**src/sv/sts_ram.sv**
```systemverilog
// Generic single write port, single read port RAM with registered read data.
// No dependencies.
module sts_ram #(
   parameter int WIDTH = 8,
   parameter int DEPTH = 16
) (
   input  logic                                     clock,
   input  logic                                     wr_en,
   input  logic [(DEPTH > 1 ? $clog2(DEPTH) : 1)-1:0] wr_addr,
   input  logic [WIDTH-1:0]                         wr_data,
   input  logic [(DEPTH > 1 ? $clog2(DEPTH) : 1)-1:0] rd_addr,
   output logic [WIDTH-1:0]                         rd_data
);
   logic [WIDTH-1:0] mem [DEPTH];
   logic [WIDTH-1:0] rd_data_ff;

   always_ff @(posedge clock) begin
      if (wr_en) begin
         mem[wr_addr] <= wr_data;
      end
      rd_data_ff <= mem[rd_addr];
   end

   assign rd_data = rd_data_ff;
endmodule

```
**config.mk**
```make
export PLATFORM = sky130hd
export DESIGN_NAME = sts_ram
export DESIGN_NICKNAME = d
export VERILOG_FILES = /design/src/sv/sts_ram.sv
export SDC_FILE = /design/constraint.sdc
export NUM_CORES = 1
export LEC_CHECK = 0
export ABC_AREA = 0
export BUFFER_PORTS_ARGS = -buffer_cell sky130_fd_sc_hd__buf_2
export CAP_MARGIN = 0
export CORE_ASPECT_RATIO = 1.4
export CORE_MARGIN = 10
export CORE_UTILIZATION = 54
export DETAILED_ROUTE_END_ITERATION = 10
export GPL_TIMING_DRIVEN = 0
export PLACE_DENSITY = 0.86
export SYNTH_ARGS = -nofsm -noshare
export SYNTH_HDL_FRONTEND = slang
export SYNTH_SLANG_ARGS = --single-unit
export TNS_END_PERCENT = 100
```
**constraint.sdc**
```tcl
create_clock -name clock -period 1.56 [get_ports clock]
set_input_delay 0.078 -clock clock [delete_from_list [all_inputs] [get_ports clock]]
set_output_delay 0.078 -clock clock [all_outputs]
set_load 0.02 [all_outputs]
```
======== Word level (Yosys, flattened, before mapping) ========
Memories as Yosys holds them, arrays and structs flattened. A register that Yosys moved wholly into a read port is not among the register bits.
Cells that the tools add are included.
cells by class
  multiplexer cells ....................... 2
operator list
  kind    count
  $mux 1  2
storage, ports and cells
  register bits after elaboration ......... 0
  memory bits (writable) .................. 128
  memories ................................ 1
memories
  memory  depth  width  rd ports  clocked after memory_dff  wr ports  RTL line  RTL
  mem     16     8      1         1                         1         14        logic [WIDTH-1:0] mem [DEPTH];

======== Depth between registers and ports, before layout ========
Gate-level depths: netlist (run 1).
  word-level depth ........................ 2
  depth in mapped cells ................... 5

======== Worst setup path before layout (run 1) ========
OpenSTA, ideal clock, no wires.
  kind .................................... input -> register
  start point ............................. input port wr_addr[2] (netlist name)
  end point ............................... memory mem[0][0] (enable)
  setup time .............................. 383 ps
  arrival time ............................ 1,188 ps
  required time ........................... 1,177 ps
  path slack .............................. -11 ps
  cell stages on the path ................. 2
  buffers on the path ..................... 0
  path through ............................ or3b_2 > nor3_1
RTL lines
  element          RTL line  RTL
  start, declared  9         input logic [(DEPTH > 1 ? $clog2(DEPTH) : 1)-1:0] wr_addr,
  end, declared    14
No word-level cell before the write port.

==> results of run 1 <==
## synthesized netlist by cell type
cell	count	share of area [%]
sky130_fd_sc_hd__a22oi_1	16	2.3
sky130_fd_sc_hd__and2_1	1	0.12
sky130_fd_sc_hd__and2b_1	1	0.15
sky130_fd_sc_hd__buf_2	3	0.29
sky130_fd_sc_hd__buf_4	1	0.15
sky130_fd_sc_hd__buf_6	3	0.66
sky130_fd_sc_hd__clkdlybuf4s25_2	3	0.58
sky130_fd_sc_hd__dfxtp_1	8	3.1
sky130_fd_sc_hd__edfxtp_1	128	75
sky130_fd_sc_hd__mux4_1	14	7.1
sky130_fd_sc_hd__mux4_2	18	7.9
sky130_fd_sc_hd__nand2_1	9	0.66
sky130_fd_sc_hd__nand2b_1	2	0.24
sky130_fd_sc_hd__nand3_1	1	0.097
sky130_fd_sc_hd__nand3b_1	2	0.29
sky130_fd_sc_hd__nor2_1	13	0.95
sky130_fd_sc_hd__nor2b_1	1	0.12
sky130_fd_sc_hd__nor3_1	4	0.39
sky130_fd_sc_hd__or3b_2	1	0.17
## path summary, 6_finish.rpt
| path | cells after the start | startpoint | slack [ns] | to |
|---|---|---|---|---|
| hold reg to reg | 3 | mem[12][2]$_DFFE_PP_ | 0.70 | rd_data[2]$_DFF_P_ |
| hold / removal | 1 | wr_data[5] | 0.06 | mem[9][5]$_DFFE_PP_ |
| setup / recovery | 3 | mem[7][4]$_DFFE_PP_ | 0.08 | rd_data[4]$_DFF_P_ |
| setup reg to reg | 3 | mem[7][4]$_DFFE_PP_ | 0.08 | rd_data[4]$_DFF_P_ |
## state kept, by name, indices dropped and copies added (netlist names)
| register | flops |
|---|---|
| mem | 128 |
| rd_data | 8 |
## power by group through the flow
stage,Sequential [uW],Clock [uW],Combinational (uW)
6_report,4110,4170,426
3_5_place_dp,4180,0,414
4_1_cts,4110,4190,426
3_3_place_gp,4170,0,400
2_1_floorplan,4210,0,208
5_1_grt,4120,4330,450
## metrics by stage
step | instance area (sq um) | setup WS, ns | TNS (ns)
floorplan | 5150 | 0.216 | 0
global placement | 5410 | -0.296 | -9.76
detailed placement | 5410 | -0.304 | -12.13
CTS | 6030 | 0.112 | 0
global route | 6030 | 0.0638 | 0
finish | 6030 | 0.0850 | 0
## kinds of logic after synthesis
group / Yosys count / synth area share, %
AO/OA/AOI/OAI: 16 / 2.33
buffers and inverters: 10 / 1.68
flip-flops: 136 / 77.8
multiplexers: 32 / 15.0
AND/OR/NAND/NOR: 35 / 3.18
## layout by cell type (no fill, tap or decap)
master,instances
sky130_fd_sc_hd__clkinv_2,4
sky130_fd_sc_hd__bufinv_16,5
sky130_fd_sc_hd__nand3_1,1
sky130_fd_sc_hd__clkdlybuf4s25_2,3
sky130_fd_sc_hd__or3b_2,1
sky130_fd_sc_hd__clkbuf_1,4
sky130_fd_sc_hd__nor2b_1,1
sky130_fd_sc_hd__and2_1,1
sky130_fd_sc_hd__nand2_1,9
sky130_fd_sc_hd__nor3_1,2
sky130_fd_sc_hd__and2b_1,1
sky130_fd_sc_hd__a22oi_1,16
sky130_fd_sc_hd__nor3_2,2
sky130_fd_sc_hd__nand3b_1,2
sky130_fd_sc_hd__mux4_1,14
sky130_fd_sc_hd__clkinv_1,2
sky130_fd_sc_hd__clkbuf_16,17
sky130_fd_sc_hd__mux4_2,18
sky130_fd_sc_hd__dfxtp_1,8
sky130_fd_sc_hd__buf_2,27
sky130_fd_sc_hd__nor2_1,13
sky130_fd_sc_hd__edfxtp_1,128
sky130_fd_sc_hd__buf_6,3
sky130_fd_sc_hd__nand2b_1,2
sky130_fd_sc_hd__buf_4,1
## worst reg2reg max path: cells and delay by family, from the launching register on
family	cells	cell delay (ns)
AO/OA/AOI/OAI	1	0.30
multiplexers	1	0.53
AND/OR/NAND/NOR	1	0.12
flip-flops	1	0.40
## area by class of cell
cell class                      count  share of cell area (%)
Tap cell                          110                    2.28
Clock inverter                     11                    2.94
Multi-Input combinational cell     83                    17.7
Clock buffer                       21                    7.30
Buffer                             10                    1.43
Timing Repair Buffer               24                    1.99
Sequential cell                   136                    66.4
## per-layer routing
metal  share of wire, %  up-vias
met5                  0        -
met4                5.4        0
met3                7.3       40
met2                 50      148
met1                 37     1291
li1                   -     1060
==> impl_metrics.toml, run 1 <==
[global_routing]
grt.met1_usage_pct = 20.0
first_global_vias = 2631
globalRouteTotalUtil_pct = 16.9
grt.met3_usage_pct = 5.31
antenna_violations_before_repair = 0
grt-ovfl-total = 0
globalRoute.busiestLayer = "met2"
grt_max_degree = 17
grt_pass1_wl_mm = 16.2
grt.met2_usage_pct = 25.3

[finish]
diodes = 0
area_growth_pct = 17.2
final_core_util_pct = 64.1
post_route_cells_drive_above_1_share_pct = 28.4
area.sequential_sq_um = 4000
design.final.nets = 290
fin_cells = 395
multiInputGateArea_sq_um = 1070
fillerInstances = 588

[worst_setup_path]
path_max_fanout = 1
cp.required_ns = 1.85
critPathTopFamily = "multiplexers"
worst_path_largest_cell_delay_ns = 0.53
worst-path-buf-inv = 0
cp-end-kind = "register"
setup.worst_path.class = "register to register"
worst_ep_arrival_time_ns = 1.77
worstPathCellList = "mux4_2 -> a22oi_1 -> nand2_1"
crit_path_top_delay_cell = "sky130_fd_sc_hd__mux4_2"
critical_path.startpoint_type = "register"

[clock_network]
clock-sinks = 136
cts_tree = "done"
cts_root_buffer_type = "sky130_fd_sc_hd__clkbuf_16"
insertion_delay_ns = 0.42
post_cts_resized = 0
post_cts.repair.setup_buffers = 0
path_clk_slew_ns = 0.06
cts_made_buffers = 17
clock_path_buffers = 2
cts_hold_buf = 0
h-tree-depth = 4

[place]
placedCellCount = 363
detailed_place_hpwl_mm = 6.52
gp_congestion = 0.860
place.port_buffers = 24

[pwr]
power.share.switching_pct = 19.0
worst_ir_drop_vdd_uv = 968
clockPowerShare_pct = 47.9
switching_power_uw = 1650
p_int_uw = 7060
share_of_power_burned_in_registers_pct = 47.2
fin_total_pwr_uw = 8710
share_comb_of_total_power_pct = 4.9
power-per-cell-area_nw_per_um2 = 1440
p_leak_uw = 0.00204

[die]
initial_utilization_pct = 54.7
dieArea_sq_um = 13900
die_width_um = 103
core_region_area_sq_um = 9410
num_io_pins = 26
die_span_y_um = 136
num_rows = 42

[route]
vias_per_instance = 6.43
dr_total_vias = 2539
drt_pass1_iterations = 5
finalWirelength_mm = 10.8
detail_route.iter0.violations = 246
drt-wirelength-per-cell_um = 27.2
antenna_violating_nets_post_route = 0
drc = 0

[timing]
final_hold_viol_count = 0
final_period_util_pct = 94.6
achievable-frequency_mhz = 678
grt_setup_unrepaired = "no"
drv_slew = 0
worst_clock_skew_ns = 0.00799
setup_viol = 0
timing.slew.headroom_pct = 13.3
worst_slew_pin_slew_ns = 1.29
period_needed_ns = 1.48
whs_ns = 0.0620

[synthesis]
synthCells = 229
ys_types = 19
postSynthRegisterBits = 136
synthesis.area_per_instance_sq_um = 22.5
ys_seq_area_share_pct = 77.8
synth.cell_area_sq_um = 5150
postSynthNetCount = 247
synthesis.yosys.warnings = 0

[outcome]
run_status = "finished, final reports clean"

[flow_run]
max_cap_violations = 0

[worst_hold_path]
min_path_type = "input pin to register"
(Power assumes the default switching activity.)
==> run 2: changes to the inputs <==
==> constraint.sdc (replaced) <==
create_clock -name clock -period 1.56 [get_ports clock]
set_input_delay 0.156 -clock clock [delete_from_list [all_inputs] [get_ports clock]]
set_output_delay 0.156 -clock clock [all_outputs]
set_load 0.02 [all_outputs]
==> impl_metrics.toml, run 2 (synthesis results as in run 1) <==
[worst_setup_path]
setup.worst_path.class = "register to register"
worst_path_largest_cell_delay_ns = 0.59
cp.required_ns = 1.86
worstReg2RegEnd = "rd_data[2]$_DFF_P_"
launch_instance_of_the_worst_register_to_register_path = "mem[1][2]$_DFFE_PP_"
critPathTopFamily = "multiplexers"
path_max_fanout = 1
worst_r2r_path_depth = 3
worstPathCellList = "mux4_1 -> a22oi_1 -> nand2_1"
setup.reg_to_reg.worst_slack_ns = 0.11
cp-end-kind = "register"
worst_ep_arrival_time_ns = 1.75
worst-path-buf-inv = 0
critical_path.startpoint_type = "register"
crit_path_top_delay_cell = "sky130_fd_sc_hd__mux4_1"

[clock_network]
path_clk_slew_ns = 0.05
cts_made_buffers = 17
clock-sinks = 136
clock_path_buffers = 2
h-tree-depth = 4
insertion_delay_ns = 0.42
cts_hold_buf = 0
cts_tree = "done"
cts_root_buffer_type = "sky130_fd_sc_hd__clkbuf_16"

[pwr]
p_leak_uw = 0.00205
power-per-cell-area_nw_per_um2 = 1440
worst_ir_drop_vdd_uv = 964

[finish]
diodes = 0
fin_area_sq_um = 6040
largest_register = "mem"
most_frequent_cells_in_the_layout = "sky130_fd_sc_hd__edfxtp_1, sky130_fd_sc_hd__buf_2, sky130_fd_sc_hd__mux4_2"
area_growth_pct = 17.3
mostFrequentLayoutCell = "sky130_fd_sc_hd__edfxtp_1"
number_of_flip_flops_in_the_largest_register = 128
fin_cells = 395
design.final.nets = 290
post_route_cells_drive_above_1_share_pct = 28.8
fillerInstances = 588

[route]
detail_route.iter0.violations = 238
drt_pass1_iterations = 7
drt-wirelength-per-cell_um = 27.4
antenna_violating_nets_post_route = 0
finalWirelength_mm = 10.8
vias_per_instance = 6.44
dr_total_vias = 2543
drc = 0

[global_routing]
globalRouteTotalUtil_pct = 16.9
grt_max_degree = 17
grt_pass1_wl_mm = 16.2
grt-ovfl-total = 0
first_global_vias = 2631
antenna_violations_before_repair = 0

[place]
placed_area_sq_um = 5410
placedCellCount = 363
place.port_buffers = 24
pre_cts_ws_ns = -0.382
gp_congestion = 0.860
detailed_place_hpwl_mm = 6.52

[timing]
period_needed_ns = 1.45
timing.slew.headroom_pct = 14.4
final_period_util_pct = 92.8
worst_slew_pin_slew_ns = 1.27
final_hold_viol_count = 0
whs_ns = 0.137
achievable-frequency_mhz = 691
setup_viol = 0
worst_clock_skew_ns = 0.00690
final_worst_setup_slack_ns = 0.113
drv_slew = 0
timing.setup.tns_ns = 0
grt_setup_unrepaired = "no"

[die]
die_width_um = 103
die_span_y_um = 136
dieArea_sq_um = 13900
num_rows = 42
num_io_pins = 26
core_region_area_sq_um = 9410
initial_utilization_pct = 54.7

[worst_hold_path]
min-delay-start = "wr_data[6]"
timing.hold.worst_endpoint = "mem[14][6]$_DFFE_PP_"
min_path_type = "input pin to register"
hold-path-cell-count = 1

[outcome]
run_status = "finished, final reports clean"

[flow_run]
max_cap_violations = 0
==> run 2: cell counts in the layout (fill, tap and decap cells not counted) <==
Identical to the previous run, type by type.
==> run 2: repair_timing <==
action                     4_1_cts  5_1_grt
setup endpoints to repair        0       16
buffers inserted                 0        0
resized for setup                0        2
==> run 2: per-layer routing <==
layer	GRT usage (%)	vias to the layer above	share of wire, %
li1	-	1059	-
met3	5.31	38	7.4
met2	25.3	148	50
met4	12.1	0	5.3
met5	0	-	0
met1	20.0	1298	38
==> run 2: report_power, final <==
part	switching [uW]	internal, uW
logic	262	163
clock network	1370	2810
registers	22.4	4090
==> run 2: metrics by stage <==
stage | total power (uW) | util (%)
after floorplan | 4420 | -
after global placement | 4570 | 57.5
after detailed placement | 4600 | 57.5
after CTS | 8730 | 64.1
after global routing | 8900 | 64.2
final | 8710 | 64.2
==> run 2: area by class of cell <==
class | count | area, sq um | area share (%)
clock buffers | 21 | 440 | 7.29
flip-flops and latches | 136 | 4000 | 66.3
multi-input cells | 83 | 1070 | 17.8
well taps | 110 | 138 | 2.28
plain buffers | 10 | 86.3 | 1.43
clock inverters | 11 | 178 | 2.94
repair buffers | 24 | 120 | 1.99
==> run 2: worst max-delay path by stage <==
stage,slack (ns),start,endpoint,cells after the start
CTS,0.03,wr_addr[2],mem[8][3]$_DFFE_PP_,3
finish,0.11,mem[1][2]$_DFFE_PP_,rd_data[2]$_DFF_P_,3
floorplan,0.14,wr_addr[2],mem[3][0]$_DFFE_PP_,2
global route,0.01,wr_en,mem[12][1]$_DFFE_PP_,3
detailed placement,-0.38,wr_addr[2],mem[8][0]$_DFFE_PP_,3
global placement,-0.37,wr_addr[2],mem[8][0]$_DFFE_PP_,3
